===== config.mk =====
export PLATFORM = sky130hd
export DESIGN_NAME = gbk_text_layout_engine
export DESIGN_NICKNAME = d
export VERILOG_FILES = /design/src/rtl/gtle_pkg.sv /design/src/rtl/gbk_text_layout_engine.sv /design/src/rtl/gtle_front.sv /design/src/rtl/gtle_queue.sv /design/src/rtl/gtle_back.sv
export SDC_FILE = /design/constraint.sdc
export NUM_CORES = 1
export LEC_CHECK = 0
export ABC_AREA = 1
export CAP_MARGIN = 20
export CELL_PAD_IN_SITES_DETAIL_PLACEMENT = 0
export CELL_PAD_IN_SITES_GLOBAL_PLACEMENT = 1
export CORE_ASPECT_RATIO = 0.75
export CORE_MARGIN = 2
export CORE_UTILIZATION = 53
export DETAILED_ROUTE_END_ITERATION = 10
export DONT_BUFFER_PORTS = 1
export PLACE_DENSITY_LB_ADDON = 0.1
export SLEW_MARGIN = 20
export SYNTH_ARGS = -nofsm -noshare
export SYNTH_HDL_FRONTEND = slang
export SYNTH_SLANG_ARGS = --single-unit

===== constraint.sdc =====
create_clock -name clk_i -period 24 [get_ports clk_i]
set_input_delay 4.8 -clock clk_i [delete_from_list [all_inputs] [get_ports clk_i]]
set_output_delay 4.8 -clock clk_i [all_outputs]
set_load 0.01 [all_outputs]

===== src/rtl/gtle_pkg.sv =====
// ----------------------------------------------------------------------------
// gtle_pkg
// Shared types, constants and helper functions of the GBK text layout engine.
// ----------------------------------------------------------------------------
package gtle_pkg;

  // GBK font rows are CODES_PER_ROW codes wide.
  localparam int CODES_PER_ROW = 190;
  localparam int LEAD_ROWS     = 125;
  localparam int IDX_W         = $clog2(LEAD_ROWS * CODES_PER_ROW + 190);
  localparam int OFF_W         = IDX_W + 7;

  localparam int QUEUE_DEPTH = 2;
  localparam int QPTR_W      = $clog2(QUEUE_DEPTH);
  localparam int QCNT_W      = $clog2(QUEUE_DEPTH + 1);

  // Byte codes.
  localparam logic [7:0] LEAD_MIN      = 8'h81;
  localparam logic [7:0] TRAIL_MIN     = 8'h40;
  localparam logic [7:0] BYTE_FF       = 8'hff;
  localparam logic [7:0] TRAIL_SPLIT   = 8'h7f;
  localparam logic [7:0] TRAIL_HI_BASE = 8'h41;
  localparam logic [7:0] SINGLE_MAX    = 8'h80;
  localparam logic [7:0] CHAR_CR       = 8'd13;
  localparam logic [7:0] CHAR_NUL      = 8'd0;

  // Result kinds.
  localparam logic [1:0] KIND_CHAR  = 2'd0;
  localparam logic [1:0] KIND_GLYPH = 2'd1;
  localparam logic [1:0] KIND_BLANK = 2'd2;

  // Font size codes.
  localparam logic [1:0] FONT_SMALL  = 2'd0;
  localparam logic [1:0] FONT_MEDIUM = 2'd1;

  // Configuration register indexes.
  localparam logic [2:0] REG_ORIGIN_X    = 3'd0;
  localparam logic [2:0] REG_ORIGIN_Y    = 3'd1;
  localparam logic [2:0] REG_AREA_WIDTH  = 3'd2;
  localparam logic [2:0] REG_AREA_HEIGHT = 3'd3;
  localparam logic [2:0] REG_FONT_SIZE   = 3'd4;
  localparam logic [2:0] REG_BASE_SMALL  = 3'd5;
  localparam logic [2:0] REG_BASE_MEDIUM = 3'd6;
  localparam logic [2:0] REG_BASE_LARGE  = 3'd7;

  typedef enum logic [1:0] {
    OP_ZERO,
    OP_GLYPH,
    OP_CR,
    OP_CHAR
  } op_e;

  typedef struct packed {
    op_e        op;
    logic [7:0] lead;
    logic [7:0] data;
  } q_entry_t;

  typedef struct packed {
    logic [15:0] origin_x;
    logic [15:0] origin_y;
    logic [15:0] area_width;
    logic [15:0] area_height;
    logic [1:0]  font_size;
    logic [23:0] base_small;
    logic [23:0] base_medium;
    logic [23:0] base_large;
  } cfg_t;

  function automatic logic [4:0] font_height(input logic [1:0] size);
    logic [4:0] h;
    case (size)
      FONT_SMALL:  h = 5'd12;
      FONT_MEDIUM: h = 5'd16;
      default:     h = 5'd24;
    endcase
    return h;
  endfunction

  function automatic logic [6:0] font_bytes(input logic [1:0] size);
    logic [6:0] n;
    case (size)
      FONT_SMALL:  n = 7'd24;
      FONT_MEDIUM: n = 7'd32;
      default:     n = 7'd72;
    endcase
    return n;
  endfunction

endpackage


===== src/rtl/gbk_text_layout_engine.sv =====
// Results: a character or blank glyph result is registered straight from the queued entry of its byte; a
// GBK glyph with a flash address passes the index, offset and address registers first.
// Throughput: one byte per cycle while the queue is not full, except that a GBK trail byte with a valid
// code holds the back end for its steps (index, multiply by glyph size, base add).
// Reset: configuration registers return to their defaults, the cursor to (0, 0), the queue empties.
// ----------------------------------------------------------------------------
// gbk_text_layout_engine
// Lays out a byte string of ASCII and GBK characters in a text area and
// produces one draw command per visible character.
// ----------------------------------------------------------------------------
module gbk_text_layout_engine import gtle_pkg::*; (
  input  logic        clk_i,
  input  logic        rst_ni,
  input  logic        push,
  output logic        full,
  input  logic [7:0]  text_byte_i,
  input  logic        pop,
  output logic        empty,
  output logic [1:0]  command_kind_o,
  output logic [15:0] pos_x_o,
  output logic [15:0] pos_y_o,
  output logic [7:0]  char_code_o,
  output logic [23:0] glyph_address_o,
  output logic [6:0]  glyph_bytes_o,
  input  logic        cfg_valid_i,
  output logic        cfg_ready_o,
  input  logic [2:0]  cfg_index_i,
  input  logic [23:0] cfg_data_i
);

  cfg_t     cfg_q, cfg_d;
  logic     q_full, q_push, q_empty, q_pop, back_busy;
  q_entry_t q_in, q_out;

  assign cfg_ready_o = 1'b1;

  always_comb begin
    cfg_d = cfg_q;
    if (cfg_valid_i) begin
      case (cfg_index_i)
        REG_ORIGIN_X:    cfg_d.origin_x    = cfg_data_i[15:0];
        REG_ORIGIN_Y:    cfg_d.origin_y    = cfg_data_i[15:0];
        REG_AREA_WIDTH:  cfg_d.area_width  = cfg_data_i[15:0];
        REG_AREA_HEIGHT: cfg_d.area_height = cfg_data_i[15:0];
        REG_FONT_SIZE:   cfg_d.font_size   = cfg_data_i[1:0];
        REG_BASE_SMALL:  cfg_d.base_small  = cfg_data_i;
        REG_BASE_MEDIUM: cfg_d.base_medium = cfg_data_i;
        REG_BASE_LARGE:  cfg_d.base_large  = cfg_data_i;
        default:         cfg_d = cfg_q;
      endcase
    end
  end

  always_ff @(posedge clk_i or negedge rst_ni) begin
    if (!rst_ni) begin
      cfg_q.origin_x    <= 16'd0;
      cfg_q.origin_y    <= 16'd0;
      cfg_q.area_width  <= 16'd240;
      cfg_q.area_height <= 16'd320;
      cfg_q.font_size   <= FONT_MEDIUM;
      cfg_q.base_small  <= 24'd0;
      cfg_q.base_medium <= 24'd0;
      cfg_q.base_large  <= 24'd0;
    end else begin
      cfg_q <= cfg_d;
    end
  end

  gtle_front u_front (
    .clk_i       (clk_i),
    .rst_ni      (rst_ni),
    .push        (push),
    .full        (full),
    .text_byte_i (text_byte_i),
    .q_full_i    (q_full),
    .q_push_o    (q_push),
    .q_entry_o   (q_in)
  );

  gtle_queue u_queue (
    .clk_i   (clk_i),
    .rst_ni  (rst_ni),
    .push_i  (q_push),
    .entry_i (q_in),
    .full_o  (q_full),
    .pop_i   (q_pop),
    .empty_o (q_empty),
    .entry_o (q_out)
  );

  gtle_back u_back (
    .clk_i           (clk_i),
    .rst_ni          (rst_ni),
    .cfg_i           (cfg_q),
    .q_empty_i       (q_empty),
    .q_entry_i       (q_out),
    .q_pop_o         (q_pop),
    .busy_o          (back_busy),
    .pop             (pop),
    .empty           (empty),
    .command_kind_o  (command_kind_o),
    .pos_x_o         (pos_x_o),
    .pos_y_o         (pos_y_o),
    .char_code_o     (char_code_o),
    .glyph_address_o (glyph_address_o),
    .glyph_bytes_o   (glyph_bytes_o)
  );

`ifndef ASSERT_OFF
  // While an address is being computed the result slot must stay free.
  a_busy_slot_free: assert property (@(posedge clk_i) disable iff (!rst_ni)
    back_busy |-> empty)
    else $error("result slot occupied during address calculation");

  a_char_fields: assert property (@(posedge clk_i) disable iff (!rst_ni)
    (!empty && command_kind_o == KIND_CHAR) |->
      (glyph_bytes_o == 7'd0 && glyph_address_o == 24'd0))
    else $error("character result carries glyph fields");

  a_glyph_fields: assert property (@(posedge clk_i) disable iff (!rst_ni)
    (!empty && command_kind_o != KIND_CHAR) |->
      (char_code_o == 8'd0 &&
       (glyph_bytes_o == 7'd24 || glyph_bytes_o == 7'd32 || glyph_bytes_o == 7'd72)))
    else $error("glyph result has bad byte count or char code");

  a_blank_addr: assert property (@(posedge clk_i) disable iff (!rst_ni)
    (!empty && command_kind_o == KIND_BLANK) |-> glyph_address_o == 24'd0)
    else $error("blank glyph has a flash address");
`endif

endmodule


===== src/rtl/gtle_front.sv =====
// ----------------------------------------------------------------------------
// gtle_front
// Accepts string bytes, pairs GBK lead and trail bytes and classifies each
// byte into an operation for the back end.
// ----------------------------------------------------------------------------
module gtle_front import gtle_pkg::*; (
  input  logic       clk_i,
  input  logic       rst_ni,
  input  logic       push,
  output logic       full,
  input  logic [7:0] text_byte_i,
  input  logic       q_full_i,
  output logic       q_push_o,
  output q_entry_t   q_entry_o
);

  logic       accept;
  logic       pend_q, pend_d;
  logic [7:0] lead_q, lead_d;
  logic       hold_lead;

  assign full   = q_full_i;
  assign accept = push & ~q_full_i;

  // A byte above the single-width range with no lead waiting is held and
  // produces no operation of its own.
  assign hold_lead = ~pend_q && (text_byte_i > SINGLE_MAX);

  always_comb begin
    pend_d         = pend_q;
    lead_d         = lead_q;
    q_entry_o.lead = lead_q;
    q_entry_o.data = text_byte_i;
    q_entry_o.op   = OP_CHAR;
    if (text_byte_i == CHAR_NUL) begin
      q_entry_o.op = OP_ZERO;
    end else if (pend_q) begin
      q_entry_o.op = OP_GLYPH;
    end else if (text_byte_i == CHAR_CR) begin
      q_entry_o.op = OP_CR;
    end
    if (accept) begin
      if (text_byte_i == CHAR_NUL) begin
        pend_d = 1'b0;
      end else if (pend_q) begin
        pend_d = 1'b0;
      end else if (hold_lead) begin
        pend_d = 1'b1;
        lead_d = text_byte_i;
      end
    end
  end

  assign q_push_o = accept & ~hold_lead;

  always_ff @(posedge clk_i or negedge rst_ni) begin
    if (!rst_ni) begin
      pend_q <= 1'b0;
      lead_q <= 8'd0;
    end else begin
      pend_q <= pend_d;
      lead_q <= lead_d;
    end
  end

endmodule


===== src/rtl/gtle_queue.sv =====
// ----------------------------------------------------------------------------
// gtle_queue
// Short first-in first-out queue of classified operations between the front
// end and the back end.
// ----------------------------------------------------------------------------
module gtle_queue import gtle_pkg::*; (
  input  logic     clk_i,
  input  logic     rst_ni,
  input  logic     push_i,
  input  q_entry_t entry_i,
  output logic     full_o,
  input  logic     pop_i,
  output logic     empty_o,
  output q_entry_t entry_o
);

  q_entry_t          mem_q [QUEUE_DEPTH];
  logic [QPTR_W-1:0] wr_ptr_q, wr_ptr_d;
  logic [QPTR_W-1:0] rd_ptr_q, rd_ptr_d;
  logic [QCNT_W-1:0] cnt_q, cnt_d;
  logic              do_push, do_pop;

  assign full_o  = (cnt_q == QCNT_W'(QUEUE_DEPTH));
  assign empty_o = (cnt_q == '0);
  assign do_push = push_i & ~full_o;
  assign do_pop  = pop_i & ~empty_o;
  assign entry_o = mem_q[rd_ptr_q];

  always_comb begin
    wr_ptr_d = wr_ptr_q;
    rd_ptr_d = rd_ptr_q;
    cnt_d    = cnt_q;
    if (do_push) begin
      wr_ptr_d = (wr_ptr_q == QPTR_W'(QUEUE_DEPTH - 1)) ? '0 : wr_ptr_q + 1'b1;
    end
    if (do_pop) begin
      rd_ptr_d = (rd_ptr_q == QPTR_W'(QUEUE_DEPTH - 1)) ? '0 : rd_ptr_q + 1'b1;
    end
    if (do_push && !do_pop) begin
      cnt_d = cnt_q + 1'b1;
    end else if (do_pop && !do_push) begin
      cnt_d = cnt_q - 1'b1;
    end
  end

  always_ff @(posedge clk_i or negedge rst_ni) begin
    if (!rst_ni) begin
      wr_ptr_q <= '0;
      rd_ptr_q <= '0;
      cnt_q    <= '0;
    end else begin
      wr_ptr_q <= wr_ptr_d;
      rd_ptr_q <= rd_ptr_d;
      cnt_q    <= cnt_d;
    end
  end

  always_ff @(posedge clk_i) begin
    if (do_push) begin
      mem_q[wr_ptr_q] <= entry_i;
    end
  end

endmodule


===== src/rtl/gtle_back.sv =====
// ----------------------------------------------------------------------------
// gtle_back
// Executes classified operations: cursor placement, wrap and stop tests,
// glyph address calculation and the result register.
// ----------------------------------------------------------------------------
module gtle_back import gtle_pkg::*; (
  input  logic        clk_i,
  input  logic        rst_ni,
  input  cfg_t        cfg_i,
  input  logic        q_empty_i,
  input  q_entry_t    q_entry_i,
  output logic        q_pop_o,
  output logic        busy_o,
  input  logic        pop,
  output logic        empty,
  output logic [1:0]  command_kind_o,
  output logic [15:0] pos_x_o,
  output logic [15:0] pos_y_o,
  output logic [7:0]  char_code_o,
  output logic [23:0] glyph_address_o,
  output logic [6:0]  glyph_bytes_o
);

  localparam logic [1:0] ST_EXEC  = 2'd0;
  localparam logic [1:0] ST_SCALE = 2'd1;
  localparam logic [1:0] ST_ADD   = 2'd2;

  logic [1:0]       state_q, state_d;
  logic [15:0]      cx_q, cx_d, cy_q, cy_d;
  logic             afull_q, afull_d;
  logic             rvalid_q, rvalid_d;
  logic [1:0]       kind_q, kind_d;
  logic [15:0]      px_q, px_d, py_q, py_d;
  logic [7:0]       code_q, code_d;
  logic [23:0]      addr_q, addr_d;
  logic [6:0]       nb_q, nb_d;
  logic [IDX_W-1:0] idx_q, idx_d;
  logic [OFF_W-1:0] off_q, off_d;

  logic [4:0]         s, w, item_w;
  logic [6:0]         nbytes;
  logic [23:0]        base;
  logic signed [17:0] right, bottom;
  logic               wrap, stop, out_free, take, code_ok;
  logic [15:0]        cx_w, cy_w;
  logic [7:0]         col;
  logic [6:0]         row;

  assign s      = font_height(cfg_i.font_size);
  assign w      = s >> 1;
  assign nbytes = font_bytes(cfg_i.font_size);

  always_comb begin
    case (cfg_i.font_size)
      FONT_SMALL:  base = cfg_i.base_small;
      FONT_MEDIUM: base = cfg_i.base_medium;
      default:     base = cfg_i.base_large;
    endcase
  end

  assign item_w = (q_entry_i.op == OP_GLYPH) ? s : w;
  assign right  = $signed({2'b00, cfg_i.origin_x} + {2'b00, cfg_i.area_width}
                          - {13'd0, item_w});
  assign bottom = $signed({2'b00, cfg_i.origin_y} + {2'b00, cfg_i.area_height}
                          - {13'd0, s});
  assign wrap   = $signed({2'b00, cx_q}) > right;
  assign cx_w   = wrap ? cfg_i.origin_x : cx_q;
  assign cy_w   = wrap ? cy_q + 16'(s) : cy_q;
  assign stop   = $signed({2'b00, cy_w}) > bottom;

  assign code_ok = !(q_entry_i.lead == BYTE_FF || q_entry_i.data < TRAIL_MIN ||
                     q_entry_i.data == BYTE_FF);
  assign col = (q_entry_i.data < TRAIL_SPLIT) ? q_entry_i.data - TRAIL_MIN
                                               : q_entry_i.data - TRAIL_HI_BASE;
  assign row = 7'(q_entry_i.lead - LEAD_MIN);

  // The result slot is free when empty or when its transaction completes now.
  assign out_free = ~rvalid_q | pop;
  assign take     = (state_q == ST_EXEC) & ~q_empty_i & out_free;
  assign q_pop_o  = take;
  assign busy_o   = (state_q != ST_EXEC);

  always_comb begin
    state_d  = state_q;
    cx_d     = cx_q;
    cy_d     = cy_q;
    afull_d  = afull_q;
    rvalid_d = rvalid_q & ~pop;
    kind_d   = kind_q;
    px_d     = px_q;
    py_d     = py_q;
    code_d   = code_q;
    addr_d   = addr_q;
    nb_d     = nb_q;
    idx_d    = idx_q;
    off_d    = off_q;
    case (state_q)
      ST_EXEC: begin
        if (take) begin
          if (q_entry_i.op == OP_ZERO) begin
            cx_d    = cfg_i.origin_x;
            cy_d    = cfg_i.origin_y;
            afull_d = 1'b0;
          end else if (!afull_q) begin
            cx_d = cx_w;
            cy_d = cy_w;
            if (stop) begin
              afull_d = 1'b1;
            end else begin
              case (q_entry_i.op)
                OP_GLYPH: begin
                  px_d   = cx_w;
                  py_d   = cy_w;
                  code_d = 8'd0;
                  addr_d = 24'd0;
                  nb_d   = nbytes;
                  cx_d   = cx_w + 16'(s);
                  if (code_ok) begin
                    kind_d  = KIND_GLYPH;
                    idx_d   = IDX_W'(row) * IDX_W'(CODES_PER_ROW) + IDX_W'(col);
                    state_d = ST_SCALE;
                  end else begin
                    kind_d   = KIND_BLANK;
                    rvalid_d = 1'b1;
                  end
                end
                OP_CR: begin
                  cx_d = cfg_i.origin_x;
                  cy_d = cy_w + 16'(s);
                end
                default: begin
                  kind_d   = KIND_CHAR;
                  px_d     = cx_w;
                  py_d     = cy_w;
                  code_d   = q_entry_i.data;
                  addr_d   = 24'd0;
                  nb_d     = 7'd0;
                  cx_d     = cx_w + 16'(w);
                  rvalid_d = 1'b1;
                end
              endcase
            end
          end
        end
      end
      ST_SCALE: begin
        off_d   = OFF_W'(idx_q) * OFF_W'(nb_q);
        state_d = ST_ADD;
      end
      ST_ADD: begin
        addr_d   = base + 24'(off_q);
        rvalid_d = 1'b1;
        state_d  = ST_EXEC;
      end
      default: begin
        state_d = ST_EXEC;
      end
    endcase
  end

  always_ff @(posedge clk_i or negedge rst_ni) begin
    if (!rst_ni) begin
      state_q  <= ST_EXEC;
      cx_q     <= 16'd0;
      cy_q     <= 16'd0;
      afull_q  <= 1'b0;
      rvalid_q <= 1'b0;
    end else begin
      state_q  <= state_d;
      cx_q     <= cx_d;
      cy_q     <= cy_d;
      afull_q  <= afull_d;
      rvalid_q <= rvalid_d;
    end
  end

  always_ff @(posedge clk_i) begin
    kind_q <= kind_d;
    px_q   <= px_d;
    py_q   <= py_d;
    code_q <= code_d;
    addr_q <= addr_d;
    nb_q   <= nb_d;
    idx_q  <= idx_d;
    off_q  <= off_d;
  end

  assign empty           = ~rvalid_q;
  assign command_kind_o  = kind_q;
  assign pos_x_o         = px_q;
  assign pos_y_o         = py_q;
  assign char_code_o     = code_q;
  assign glyph_address_o = addr_q;
  assign glyph_bytes_o   = nb_q;

endmodule

==> metrics.txt, run 1 <==
# TYPE chip_impl_metric gauge
chip_impl_metric{name="p_r_area_growth_vs_syn",unit="%"} 7.60
chip_impl_metric{name="final_routed_wirelength",unit="mm"} 58.8
chip_impl_info{name="outcome",value="finished clean"} 1
chip_impl_metric{name="synth-compound-area-share",unit="%"} 10.3
chip_impl_metric{name="syn-instance-count",unit=""} 2725
chip_impl_metric{name="yosys_register_bits",unit=""} 327
chip_impl_metric{name="detailedPlacementHpwl",unit="mm"} 43.6
chip_impl_metric{name="yosys.area_share.simple",unit="%"} 21.6
chip_impl_metric{name="initialDrtViolationCount",unit=""} 1207
chip_impl_metric{name="synth.yosys.seq_area_share",unit="%"} 39.7
chip_impl_metric{name="drc_errors",unit=""} 0
chip_impl_metric{name="setup_violations",unit=""} 0
chip_impl_metric{name="worstPathRequired",unit="ns"} 24.16
chip_impl_metric{name="routed_via_density",unit=""} 5.35
chip_impl_info{name="synth_top_family_by_area",value="simple AND/OR/NAND/NOR gates"} 1
chip_impl_metric{name="pin_count",unit=""} 116
chip_impl_metric{name="cts_setup_buffers",unit=""} 0
chip_impl_info{name="netlist_top_cells_area",value="dfrtp_1 (20%), edfxtp_1 (19%), nand2_1 (12%), ha_1 (11%), inv_1 (5.8%)"} 1
chip_impl_metric{name="muxShareOfSynthArea",unit="%"} 0.436
chip_impl_metric{name="grt_remaining_overflow",unit=""} 0
chip_impl_metric{name="cap_viol_max_count",unit=""} 0
chip_impl_metric{name="design.die.area",unit="um^2"} 43900
chip_impl_metric{name="synth.distinct_cells",unit=""} 61
chip_impl_metric{name="cts-resized-gates",unit=""} 0
chip_impl_metric{name="syn_area",unit="um^2"} 22400
chip_impl_metric{name="layout.cells.non_filler",unit=""} 3307
chip_impl_metric{name="clock-sinks",unit=""} 327
chip_impl_metric{name="route.vias.total",unit=""} 17679
chip_impl_info{name="ws_path_type",value="register to register"} 1
chip_impl_metric{name="holdBufCountCts",unit=""} 0
chip_impl_metric{name="start_util",unit="%"} 53.5
chip_impl_metric{name="design.core.area",unit="um^2"} 41900
chip_impl_metric{name="die_w",unit="um"} 241
chip_impl_metric{name="postLayoutSetupSlackWorst",unit="ns"} 13.96
chip_impl_metric{name="final.period_utilization",unit="%"} 41.8
chip_impl_metric{name="cts_buffer_depth",unit=""} 3
chip_impl_info{name="cp_common_cell",value="inv_1"} 1
chip_impl_metric{name="clk_latency",unit="ns"} 0.54
chip_impl_metric{name="htreeDepth",unit=""} 2
chip_impl_metric{name="ys_warn_count",unit=""} 0
chip_impl_metric{name="asyncSetResetFlopFracSynth",unit="%"} 57.2
chip_impl_info{name="hp-start",value="u_back.cy_q[0]$_DFFE_PN0P_"} 1
chip_impl_metric{name="clk_pin_slew",unit="ns"} 0.06
chip_impl_metric{name="cts_buffers",unit=""} 35
chip_impl_info{name="worst_setup_path_startpoint",value="u_queue.rd_ptr_q$_DFFE_PN0P_"} 1
chip_impl_metric{name="finalWeightedCongestion",unit=""} 0.882
chip_impl_metric{name="worst_clock_skew",unit="ns"} 0.0170
chip_impl_metric{name="synth-xor-area-share",unit="%"} 4.46
chip_impl_metric{name="relative_slew_margins",unit="%"} 32.5
chip_impl_metric{name="place_inst",unit=""} 3241
chip_impl_metric{name="final_layout_size_suffix_gt1_share",unit="%"} 6.25
chip_impl_info{name="type_of_destination_of_the_critical_path",value="register"} 1
chip_impl_metric{name="timing.critical_path.fanout_max",unit=""} 47
chip_impl_metric{name="grt_pass1_vias",unit=""} 16669
chip_impl_metric{name="finalHoldViolCount",unit=""} 0
chip_impl_info{name="worst_path_max_delay_cell",value="dfrtp_1"} 1
chip_impl_info{name="critical_path.startpoint_type",value="register"} 1
chip_impl_metric{name="grt_antenna_before_repair",unit=""} 7
chip_impl_metric{name="routedWlPerCell",unit="um"} 17.8
chip_impl_info{name="grt_setup_unrepaired",value="no"} 1
chip_impl_info{name="cts_tree",value="yes"} 1
chip_impl_info{name="synth.cells.most_frequent",value="nand2_1 (692), inv_1 (348), nor2_1 (228), ha_1 (197), o21ai_0 (189)"} 1
chip_impl_metric{name="antenna_violating_nets_post_route",unit=""} 0
chip_impl_metric{name="fmax",unit="MHz"} 99.6
chip_impl_metric{name="cp_num_buf_inv",unit=""} 7
chip_impl_metric{name="dp_worst_setup_slack",unit="ns"} 13.96
chip_impl_info{name="synth_most_common_cell",value="nand2_1"} 1
chip_impl_metric{name="synth_edf_count",unit=""} 140
chip_impl_metric{name="timing_max_transition_violations_final",unit=""} 0
chip_impl_metric{name="fin_nets",unit=""} 3000
chip_impl_metric{name="timing.setup.tns",unit="ns"} 0
chip_impl_metric{name="drt_pass1_iterations",unit=""} 8
chip_impl_metric{name="final.min_clock_period",unit="ns"} 10.04
chip_impl_metric{name="grt.total_usage",unit="%"} 27.2
chip_impl_metric{name="io_buffers",unit=""} 0
chip_impl_metric{name="floorplan_die_height",unit="um"} 182
chip_impl_info{name="delay_heaviest_family_cp",value="simple AND/OR/NAND/NOR gates"} 1
chip_impl_info{name="rr_startpoint",value="u_queue.rd_ptr_q$_DFFE_PN0P_"} 1
chip_impl_metric{name="synthesized_area_per_cell",unit="um^2"} 8.22
chip_impl_info{name="biggest_area_consumer_among_synthesized_cells",value="dfrtp_1"} 1
chip_impl_info{name="synth_top_flop_cell",value="dfrtp_1"} 1
chip_impl_metric{name="pin_count_of_the_biggest_net_entering_global_routing",unit=""} 188
chip_impl_metric{name="global_route_wire_length_before_repair",unit="mm"} 92.5
chip_impl_info{name="clockRootBuffer",value="clkbuf_16"} 1
chip_impl_metric{name="worst_slew_pin_slew",unit="ns"} 1.01
chip_impl_metric{name="cp_data_arrival_time",unit="ns"} 10.20
chip_impl_metric{name="top_area_cell_type_share_of_the_netlist_area",unit="%"} 20.1
chip_impl_metric{name="post_synth_fa_ha_maj_area_fraction",unit="%"} 15.7
chip_impl_metric{name="row_count",unit=""} 65
chip_impl_metric{name="max_stage_delay",unit="ns"} 0.77
chip_impl_metric{name="nFillCells",unit=""} 3891
chip_impl_info{name="worst_hold_path_type",value="register to register"} 1
[worst reg2reg max path, delay by kind of cell (launching register included)]
| family | cells | cell delay, ns |
|---|---|---|
| AOI/OAI and AO/OA | 5 | 0.94 |
| xor gates and xnor gates | 2 | 0.68 |
| adders and majority gates | 4 | 1.48 |
| buffers and inverters | 7 | 1.51 |
| DFF | 1 | 0.77 |
| and+or+nand+nor | 19 | 4.25 |
[stage by stage]
| stage | util (%) | hold WS (ns) | cell area, um^2 |
|---|---|---|---|
| after floorplan | - | 0.425 | 22400 |
| after global placement | 54.8 | 0.445 | 23000 |
| after detailed placement | 54.8 | 0.452 | 23000 |
| after CTS | 57.5 | 0.471 | 24100 |
| after global routing | 57.5 | 0.470 | 24100 |
| final | 57.5 | 0.465 | 24100 |
[state kept, by name (all words and copies together) (netlist names), 8 cells and up]
register and flops:
u_back.off_q 19, u_queue.mem_q 36, u_back.cx_q 16, u_front.lead_q 8, u_back.pos_y_o 16, u_back.char_code_o 8
u_back.cy_q 16, u_back.idx_q 15, u_back.glyph_address_o 24, cfg_q 138, u_back.pos_x_o 16
[logic make-up (layout without fill, tap and decap cells)]
group                      count (synthesis)  count (layout)
AOI/OAI and AO/OA                        423             423
xor gates and xnor gates                 111             111
adders and majority gates                250             250
buffers and inverters                    445             455
DFF                                      327             327
muxes                                      9               9
other                                      2               5
and+or+nand+nor                         1158            1158
[path summary, 6_finish.rpt]
check / endpoint / slack (ns) / cells after the start
max: u_back.pos_x_o[0]$_DFFE_PP_ / 13.96 / 37
min reg2reg: u_back.pos_y_o[0]$_DFFE_PP_ / 0.47 / 0
min: u_back.pos_y_o[0]$_DFFE_PP_ / 0.47 / 0
min in group asynchronous: cfg_q[43]$_DFFE_PN0P_ / 3.96 / 0
max in group asynchronous: cfg_q[82]$_DFFE_PN1P_ / 19.67 / 0
max reg2reg: u_back.pos_x_o[0]$_DFFE_PP_ / 13.96 / 37
[final cells by class]
class / count / area, um^2 / area share, %
diodes: 1 / 2.50 / 0.0104
clock buffers: 54 / 1030 / 4.27
clock inverters: 10 / 96.3 / 0.400
inverters: 367 / 1380 / 5.73
multi-input cells: 1955 / 11800 / 49.0
flip-flops and latches: 327 / 8890 / 36.9
well taps: 569 / 712 / 2.96
repair buffers: 24 / 180 / 0.748
[cell usage in the layout, fill, tap and decap left out, types with 5 or more instances in the layout]
cell       count
inv_2         17
edfxtp_1     140
nand2_2       15
a21o_1         6
ha_1         196
xnor2_1       25
clkbuf_8       6
dfstp_2        7
clkbuf_1      12
o21bai_1       9
o21a_1        10
nor3_1        29
o21ai_0      188
nand3b_1       5
inv_1        348
xor2_1        84
a21oi_1      140
clkbuf_16     36
a211oi_1       6
buf_4         24
nor2_1       227
nand2_1      692
fa_1          53
nor2_2         6
o22ai_1       20
or2_2         15
a31oi_1        6
o21ai_1       19
nand4_1       21
nor2_4         6
dfrtp_1      180
nand3_1      125
mux2_2         6
[routing by layer]
metal  up-vias  global-route usage (%)  part of all wire [%]
met1      8291                    41.3                    49
li1       8822                       -                     -
met4         2                    6.35                   2.1
met3        74                    4.50                   6.4
met2       490                    40.5                    43
met5         -                       0                 0.020
Power of run 1 is not shown: default switching activity piles up to over one toggle a cycle in this logic, so the estimate is an artifact.
==> run 2: changes to the inputs <==
- ABC_AREA: 1 -> 0
- CORE_UTILIZATION: 53 -> 47
- clock period: 24 -> 8.46 ns (I/O delays scaled with it)
==> metrics.txt, run 2 <==
# TYPE chip_impl_metric gauge
chip_impl_info{name="outcome",value="finished clean"} 1
chip_impl_metric{name="routed_via_density",unit=""} 5.53
chip_impl_metric{name="holdPathStages",unit=""} 0
chip_impl_metric{name="top_area_cell_type_share_of_the_netlist_area",unit="%"} 20.6
chip_impl_metric{name="synth_edf_count",unit=""} 140
chip_impl_metric{name="design.core.area",unit="um^2"} 46000
chip_impl_metric{name="nFillCells",unit=""} 4099
chip_impl_metric{name="holdBufCountCts",unit=""} 0
chip_impl_metric{name="drc_errors",unit=""} 0
chip_impl_metric{name="worst_slew_pin_slew",unit="ns"} 1.20
chip_impl_metric{name="start_util",unit="%"} 47.6
chip_impl_metric{name="design.die.area",unit="um^2"} 48300
chip_impl_metric{name="layout.cells.non_filler",unit=""} 2747
chip_impl_info{name="worst_hold_path_type",value="register to register"} 1
chip_impl_metric{name="synth.yosys.seq_area_share",unit="%"} 40.6
chip_impl_metric{name="final_routed_wirelength",unit="mm"} 56.2
chip_impl_metric{name="max_stage_delay",unit="ns"} 0.47
chip_impl_metric{name="p_r_area_growth_vs_syn",unit="%"} 11.1
chip_impl_metric{name="pin_count_of_the_biggest_net_entering_global_routing",unit=""} 188
chip_impl_metric{name="asyncSetResetFlopFracSynth",unit="%"} 57.2
chip_impl_metric{name="initialDrtViolationCount",unit=""} 1002
chip_impl_metric{name="syn-instance-count",unit=""} 2055
chip_impl_metric{name="routedWlPerCell",unit="um"} 20.5
chip_impl_metric{name="floorplan_die_height",unit="um"} 191
chip_impl_metric{name="finalWeightedCongestion",unit=""} 0.920
chip_impl_info{name="cts_tree",value="yes"} 1
chip_impl_metric{name="syn_area",unit="um^2"} 21900
chip_impl_metric{name="yosys_register_bits",unit=""} 327
chip_impl_metric{name="clk_pin_slew",unit="ns"} 0.06
chip_impl_metric{name="cp_num_buf_inv",unit=""} 4
chip_impl_info{name="ws_path_type",value="register to register"} 1
chip_impl_metric{name="synthesized_area_per_cell",unit="um^2"} 10.7
chip_impl_metric{name="row_count",unit=""} 68
chip_impl_metric{name="final.min_clock_period",unit="ns"} 8.11
chip_impl_metric{name="antenna_violating_nets_post_route",unit=""} 0
chip_impl_metric{name="grt_antenna_before_repair",unit=""} 5
chip_impl_info{name="worst_path_max_delay_cell",value="a2111oi_4"} 1
chip_impl_metric{name="grt_remaining_overflow",unit=""} 0
chip_impl_info{name="rr_startpoint",value="u_queue.rd_ptr_q$_DFFE_PN0P_"} 1
chip_impl_metric{name="grt.total_usage",unit="%"} 23.4
chip_impl_info{name="type_of_destination_of_the_critical_path",value="register"} 1
chip_impl_metric{name="die_w",unit="um"} 253
chip_impl_metric{name="grt_pass1_vias",unit=""} 14827
chip_impl_metric{name="place_inst",unit=""} 2669
chip_impl_info{name="holdPathEnd",value="u_queue.mem_q[0][11]$_DFFE_PP_"} 1
chip_impl_info{name="clockRootBuffer",value="clkbuf_16"} 1
chip_impl_metric{name="fmax",unit="MHz"} 123
chip_impl_metric{name="global_route_wire_length_before_repair",unit="mm"} 86.7
chip_impl_metric{name="worst_reg2reg_setup_slack",unit="ns"} 0.35
chip_impl_info{name="netlist_top_cells_area",value="dfrtp_1 (21%), edfxtp_1 (19%), ha_1 (11%), mux2_2 (7.6%), fa_1 (4.8%)"} 1
chip_impl_metric{name="clock-sinks",unit=""} 327
chip_impl_metric{name="num_antenna_cells",unit=""} 0
chip_impl_metric{name="cts_buffers",unit=""} 36
chip_impl_metric{name="cap_viol_max_count",unit=""} 0
chip_impl_info{name="final_cell_mix",value="ha_1 (196), dfrtp_1 (179), nand2_1 (158)"} 1
chip_impl_info{name="max_flop_register",value="cfg_q"} 1
chip_impl_metric{name="setup_violations",unit=""} 0
chip_impl_metric{name="timing_max_transition_violations_final",unit=""} 0
chip_impl_info{name="grt_setup_unrepaired",value="no"} 1
chip_impl_info{name="critical_path.startpoint_type",value="register"} 1
chip_impl_info{name="synth_top_flop_cell",value="dfrtp_1"} 1
chip_impl_metric{name="number_of_flip_flops_under_the_largest_register_name",unit=""} 138
chip_impl_metric{name="ys_warn_count",unit=""} 0
chip_impl_metric{name="relative_slew_margins",unit="%"} 19.5
chip_impl_info{name="final_common_cell",value="ha_1"} 1
chip_impl_metric{name="fin_nets",unit=""} 2379
chip_impl_metric{name="timing.critical_path.fanout_max",unit=""} 16
chip_impl_metric{name="synth.distinct_cells",unit=""} 89
chip_impl_info{name="hp-start",value="u_front.lead_q[3]$_DFFE_PN0P_"} 1
chip_impl_metric{name="detailedPlacementHpwl",unit="mm"} 42.1
chip_impl_metric{name="worst_clock_skew",unit="ns"} 0.0242
chip_impl_info{name="synth_most_common_cell",value="ha_1"} 1
chip_impl_info{name="r2r-end",value="u_back.cy_q[10]$_DFFE_PN0P_"} 1
chip_impl_metric{name="final_layout_size_suffix_gt1_share",unit="%"} 15.6
chip_impl_info{name="biggest_area_consumer_among_synthesized_cells",value="dfrtp_1"} 1
chip_impl_metric{name="htreeDepth",unit=""} 2
chip_impl_metric{name="route.vias.total",unit=""} 15204
chip_impl_info{name="synth.cells.most_frequent",value="ha_1 (197), dfrtp_1 (180), nand2_1 (162), inv_1 (152), mux2_2 (147)"} 1
chip_impl_metric{name="worstPathRequired",unit="ns"} 8.89
chip_impl_info{name="delay_heaviest_family_cp",value="simple AND/OR/NAND/NOR gates"} 1
chip_impl_metric{name="finalHoldViolCount",unit=""} 0
chip_impl_metric{name="timing.setup.tns",unit="ns"} 0
chip_impl_metric{name="cts_buffer_depth",unit=""} 3
chip_impl_metric{name="cp_data_arrival_time",unit="ns"} 8.54
chip_impl_metric{name="io_buffers",unit=""} 0
chip_impl_metric{name="number_of_cells_traversed_by_the_worst_register_to_register_path",unit=""} 39
chip_impl_metric{name="clk_latency",unit="ns"} 0.56
chip_impl_metric{name="final.period_utilization",unit="%"} 95.9
chip_impl_metric{name="pin_count",unit=""} 116
chip_impl_metric{name="drt_pass1_iterations",unit=""} 5
## run 2: cell types whose count changed after synthesis, moves of 20 or more
cell / delta
nand2b_1: +22
mux2i_1: +49
xnor2_1: +64
o21ai_0: -127
inv_1: -196
nand2_1: -530
a21o_1: +39
mux2_2: +141
o21ai_1: -20
a21oi_1: -38
nor2_1: -101
xor2_1: -32
and2_1: +42
nand3_1: -84
## run 2: final cells by class
cell class                 count  area, um^2  area share [%]
inverter                     153         578            2.38
timing repair buffer          61         528            2.17
multi-input combinational   1510       12400            50.8
clock buffer                  47         972            4.00
clock inverter                19         203           0.833
sequential                   327        8890            36.6
tap                          630         788            3.24
## run 2: per-stage QoR
stage                     utilization [%]  hold slack, ns  worst slack [ns]  cell area (um^2)
after floorplan                         -           0.433            0.0139             22000
after global placement               49.8           0.446             0.251             22900
after detailed placement             49.8           0.451            0.0687             22900
after CTS                            52.3           0.462            0.0262             24100
after global routing                 52.9           0.479            0.0276             24300
final                                52.9           0.457             0.347             24300
## run 2: how the worst max path moves through the flow
stage                                       startpoint                                  end  slack (ns)  cells past startpoint
after detailed placement  u_queue.rd_ptr_q$_DFFE_PN0P_          u_back.cy_q[10]$_DFFE_PN0P_        0.07                     38
after global placement    u_queue.rd_ptr_q$_DFFE_PN0P_          u_back.cy_q[10]$_DFFE_PN0P_        0.25                     38
final                     u_queue.rd_ptr_q$_DFFE_PN0P_          u_back.cy_q[10]$_DFFE_PN0P_        0.35                     39
after floorplan           u_queue.rd_ptr_q$_DFFE_PN0P_  u_back.char_code_o[0]$_SDFFCE_PN0P_        0.01                     42
after CTS                 u_queue.rd_ptr_q$_DFFE_PN0P_          u_back.cy_q[10]$_DFFE_PN0P_        0.03                     38
after global routing            cfg_q[122]$_DFFE_PN0P_          u_back.cy_q[10]$_DFFE_PN0P_        0.03                     38
## run 2: what timing repair did
action                                  CTS  global route
endpoints found under the setup margin    0           117
setup buffers                             0            11
resized for setup                         0            29
endpoints found under the hold margin     0             0
## run 2: cell families after synthesis
kind of cell	share of synthesized area [%]
other	0.0343
multiplexers	10.0
adder cells (fa/ha/maj)	16.2
flip-flops	40.6
XOR/XNOR	5.85
buffers and inverters	3.95
AND/OR/NAND/NOR	12.2
AO/OA/AOI/OAI	11.1
## run 2: routing by layer
| metal | GRT usage (%) | share of wire (%) |
|---|---|---|
| met1 | 35.1 | 50 |
| met5 | 0 | 0.050 |
| met2 | 32.8 | 40 |
| met3 | 7.80 | 8.8 |
| met4 | 4.44 | 1.5 |
Power of run 2 is left out for the same reason.
